## src/rtl/dpo_pkg.sv

```systemverilog
`timescale 1ns / 1ps
// ----------------------------------------------------------------------------
// dpo_pkg
// Shared types and codes of the depth pyramid occlusion block.
// ----------------------------------------------------------------------------
package dpo_pkg;

	localparam int LEVEL_SLOTS = 16;
	localparam int LEVEL_BITS  = 4;
	localparam int RECT_BITS   = 13;
	localparam int DEPTH_FIELD = 24;

	localparam logic [1:0] REG_IMAGE_WIDTH   = 2'd0;
	localparam logic [1:0] REG_IMAGE_HEIGHT  = 2'd1;
	localparam logic [1:0] REG_PYRAMID_VALID = 2'd2;

	typedef enum logic [1:0] {
		CMD_CLEAR  = 2'd0,
		CMD_WRITE  = 2'd1,
		CMD_REDUCE = 2'd2,
		CMD_QUERY  = 2'd3
	} command_t;

	typedef struct packed {
		command_t                command;
		logic [7:0]              texel_x;
		logic [7:0]              texel_y;
		logic [DEPTH_FIELD-1:0]  texel_depth;
		logic [RECT_BITS-1:0]    rect_left;
		logic [RECT_BITS-1:0]    rect_top;
		logic [RECT_BITS-1:0]    rect_right;
		logic [RECT_BITS-1:0]    rect_bottom;
		logic [DEPTH_FIELD-1:0]  rect_nearest;
		logic                    rect_usable;
	} item_t;

	typedef struct packed {
		logic                  occluded;
		logic [LEVEL_BITS-1:0] level_used;
	} result_t;

	typedef struct packed {
		logic [LEVEL_BITS-1:0] level;
		logic                  empty;
	} pick_t;

endpackage

```

## src/rtl/dpo_level_pick.sv

```systemverilog
`timescale 1ns / 1ps
// ----------------------------------------------------------------------------
// dpo_level_pick
// Picks the pyramid level for a query rectangle and flags an empty footprint.
// ----------------------------------------------------------------------------
module dpo_level_pick
	import dpo_pkg::*;
#(
	parameter int FRACTION_BITS = 4
) (
	input  logic [RECT_BITS-1:0]  rect_left,
	input  logic [RECT_BITS-1:0]  rect_top,
	input  logic [RECT_BITS-1:0]  rect_right,
	input  logic [RECT_BITS-1:0]  rect_bottom,
	input  logic [LEVEL_BITS-1:0] last_level,
	output pick_t                 pick
);

	logic signed [15:0] dx, dy, span;
	logic [4:0]         cnt;

	assign dx   = $signed({3'b000, rect_right}) - $signed({3'b000, rect_left});
	assign dy   = $signed({3'b000, rect_bottom}) - $signed({3'b000, rect_top});
	assign span = (dx > dy) ? dx : dy;

	// span above each power of two is a thermometer; count its ones
	always_comb begin
		cnt = '0;
		for (int k = 0; k < 24; k++) begin
			if (k + FRACTION_BITS <= 13) begin
				if (span > (16'sd1 <<< (k + FRACTION_BITS))) begin
					cnt = cnt + 5'd1;
				end
			end
		end
	end

	assign pick.level = (cnt > {1'b0, last_level}) ? last_level : cnt[3:0];
	assign pick.empty = (rect_left > rect_right) || (rect_top > rect_bottom);

endmodule

```

## config.mk

```make
export PLATFORM = sky130hd
export DESIGN_NAME = dpo_level_pick
export DESIGN_NICKNAME = d
export VERILOG_FILES = /design/src/rtl/dpo_pkg.sv /design/src/rtl/dpo_level_pick.sv
export SDC_FILE = /design/constraint.sdc
export NUM_CORES = 1
export LEC_CHECK = 0
export ABC_CLOCK_PERIOD_IN_PS = 11700
export CORE_MARGIN = 8
export CORE_UTILIZATION = 35
export DETAILED_ROUTE_END_ITERATION = 8
export DONT_BUFFER_PORTS = 1
export PLACE_DENSITY = 0.58
export SYNTH_ARGS = -nofsm -noshare
export SYNTH_HDL_FRONTEND = slang
export SYNTH_SLANG_ARGS = --single-unit
```

## constraint.sdc

```tcl
create_clock -name vclk -period 11.7
set_input_delay 0 -clock vclk [all_inputs]
set_output_delay 0 -clock vclk [all_outputs]
set_load 0.005 [all_outputs]
```

==> flow_metrics.py <==
metrics = {
    "run_status": {
        "status": "complete, no violations",
    },
    "worst_hold_path": {
        "hold_class": "input port to output port",
        "min_to": "pick[1]",
        "hp-start": "last_level[0]",
        "worstHoldPathCells": 2,
    },
    "global_route": {
        "grt_max_degree": 19,
        "grt_use_total_pct": 14.1,
        "grt_antenna_before_repair": 0,
        "grt_pass1_wl_um": 16300,
        "grt_overflow_total": 0,
        "grt_pass1_vias": 3611,
    },
    "pwr": {
        "power_density_mw_per_mm2": 181,
        "switching_share_pct": 56.1,
        "power.internal_mw": 0.294,
        "pwr-share-seq_pct": 0,
        "p_clk_share_pct": 0,
        "leakage_nw": 1.76,
        "max-vdd-ir-drop_v": 0.000165,
        "pwr-share-comb_pct": 100.0,
        "p_sw_mw": 0.376,
    },
    "detailed_routing": {
        "routed-wl-met3_um": 641,
        "vias": 3679,
        "wl_met2_um": 4290,
        "dr.max_layer_used": "met4",
        "routed_wl_um": 9630,
        "routedWlPerCell_um": 15.4,
        "drc": 0,
        "dr.pass1.iters": 4,
        "wirelength_met1_um": 4600,
        "viasPerCell": 5.89,
        "drt_iter0_markers": 118,
        "ant_nets": 0,
    },
    "floorplanning": {
        "start_util_pct": 35.4,
        "io_pins": 61,
        "die_y_um": 117,
        "core_mm2": 0.0101,
        "die-area_mm2": 0.0137,
        "row_count": 37,
        "die_x_um": 117,
    },
    "setup_path": {
        "required_ns": 11.70,
        "cp_slowest_cell": "ha_1",
        "worst-endpoint-arrival_ns": 10.66,
        "path_class": "input port to output port",
        "critPathCaptureType": "output port",
        "setup.worst_path.start": "rect_left[8]",
        "worstSetupStartpointType": "input port",
        "max_stage_delay_ns": 0.43,
        "crit_path_frequent_cell": "ha_1",
        "critical_path_peak_fanout": 18,
    },
    "timing": {
        "fmax_mhz": 93.8,
        "finalSetupViolCount": 0,
        "report.final.slew_viol_count": 0,
        "fin_crit_ns": 10.66,
        "relSlewSlack_pct": 33.9,
        "rsz0062_at_grt": "no",
        "fin_crit_sh_pct": 91.1,
        "hold_ws_ns": 0.113,
        "tightest_slew_ns": 0.983,
        "final_hold_viol_count": 0,
        "tns_ns": 0,
    },
    "finish": {
        "fin_area_mm2": 0.00371,
        "fillers": 1099,
        "diodes": 0,
        "nFlopsAndLatches": 0,
        "layout-drive-gt1-share_pct": 8.38,
        "final_util_pct": 36.8,
        "final_cells": 625,
        "fin_nets": 601,
        "clock_buffer_count": 0,
        "regArea_um2": 0,
        "area_growth_syn_to_layout_pct": 4.00,
    },
    "synthesis": {
        "synth_area_mm2": 0.00357,
        "synthTopCellsByArea": "ha_1 18%, inv_1 6.6%, a21oi_1 4.2%",
        "syn_nets": 608,
        "ys_seq_area_share_pct": 0,
        "syn_avg_cell_area_um2": 7.17,
        "ys_types": 81,
        "ys.warnings.count": 0,
        "yosysTopAreaCell": "ha_1",
        "syn_inst": 498,
        "synth_top_area_share_pct": 18.2,
    },
    "clock_tree": {
        "ctsHoldBuffers": 0,
        "post_cts_buffers": 0,
    },
    "job": {
        "maxCapViolations": 0,
    },
    "place": {
        "placed_cell_area_mm2": 0.00371,
        "place.gp.congestion": 0.928,
        "placedCellCount": 625,
        "portBuffers": 0,
        "dp_hpwl_um": 8310,
    },
}
==> cell usage in the layout (no fill, tap or decap), types with 5 or more instances in the layout <==
cell / count
a21o_1: 10
a21oi_1: 30
a31o_2: 5
and2_1: 7
and3_1: 12
ha_1: 52
inv_1: 63
mux2_2: 9
mux2i_1: 14
nand2_1: 26
nand2b_1: 7
nand3_1: 11
nor2_1: 28
nor2b_1: 9
nor3_1: 12
nor3b_1: 5
nor4_1: 5
o2111ai_1: 6
o211ai_1: 8
o21a_1: 9
o21ai_0: 24
o31ai_1: 10
or2_2: 8
xnor2_1: 13
xor2_1: 12
==> worst max path at each step <==
stage	end	slack [ns]	depth (start not counted)
3_5_place_dp	pick[2]	1.02	51
5_1_grt	pick[3]	0.08	51
6_report	pick[2]	1.04	51
4_1_cts	pick[2]	1.0	51
2_1_floorplan	pick[2]	2.11	51
3_3_place_gp	pick[4]	1.39	51
==> cell type report <==
cell class	count	area (um^2)	share of cell area [%]
Tap cell	136	170	4.58
Multi-Input combinational cell	422	3280	88.3
Timing Repair Buffer	3	22.5	0.607
Inverter	64	240	6.47
==> power by group through the flow <==
stage / logic [mW] / clock network, mW / registers (mW)
after detailed placement: 0.669 / 0 / 0
after global placement: 0.649 / 0 / 0
after floorplan: 0.541 / 0 / 0
after CTS: 0.674 / 0 / 0
final: 0.670 / 0 / 0
after global routing: 0.760 / 0 / 0
==> layer usage <==
layer	GRT usage (%)	vias up
li1	-	1864
met1	18.2	1697
met2	24.8	110
met3	2.00	8
met4	1.54	0
met5	0	-
==> cell usage after synthesis (all sizes together) (4+ instances only) <==
cell and number:
xor2 12, and4 4, nor2b 9, nand3 11, nor3b 5, mux2 12, ha 52, nand2 26
or2 8, nor3 13, a31o 5, nand2b 7, nor4 6, or3 5, o211ai 9, o211a 5
o31ai 10, nor2 28, xnor2 13, o21a 9, inv 63, clkbuf 10, a21oi 30, and3 12
and2 8, mux2i 15, o2111ai 6, o21ai 24, a211oi 5, a21o 10
==> stage by stage <==
step / worst slack [ns] / total power [mW]
floorplan: 2.11 / 0.541
global placement: 1.39 / 0.649
detailed placement: 1.02 / 0.669
CTS: 0.998 / 0.674
global route: 0.0792 / 0.760
finish: 1.04 / 0.670
==> logic make-up after synthesis <==
group | count (synthesis) | share of synthesized area, %
AO/OA/AOI/OAI | 157 | 32.2
adder cells (fa/ha/maj) | 54 | 19.3
buffers and inverters | 76 | 8.31
XOR/XNOR | 26 | 6.80
multiplexers | 27 | 8.10
AND/OR/NAND/NOR | 158 | 25.2
==> timing repair <==
| item | in CTS | in global routing |
|---|---|---|
| endpoints found under the setup margin | 0 | 3 |
| hold endpoints to repair | 0 | 0 |
| gates resized for setup | 0 | 1 |
==> critical path: cells and delay by family <==
kind	cells	cell delay, ns
xor gates and xnor gates	3	0.46
muxes	5	1.24
AOI/OAI and AO/OA	16	3.09
and+or+nand+nor	10	2.31
buffers and inverters	9	1.13
adders and majority gates	8	2.42
Power figures use the tool's default switching activity.
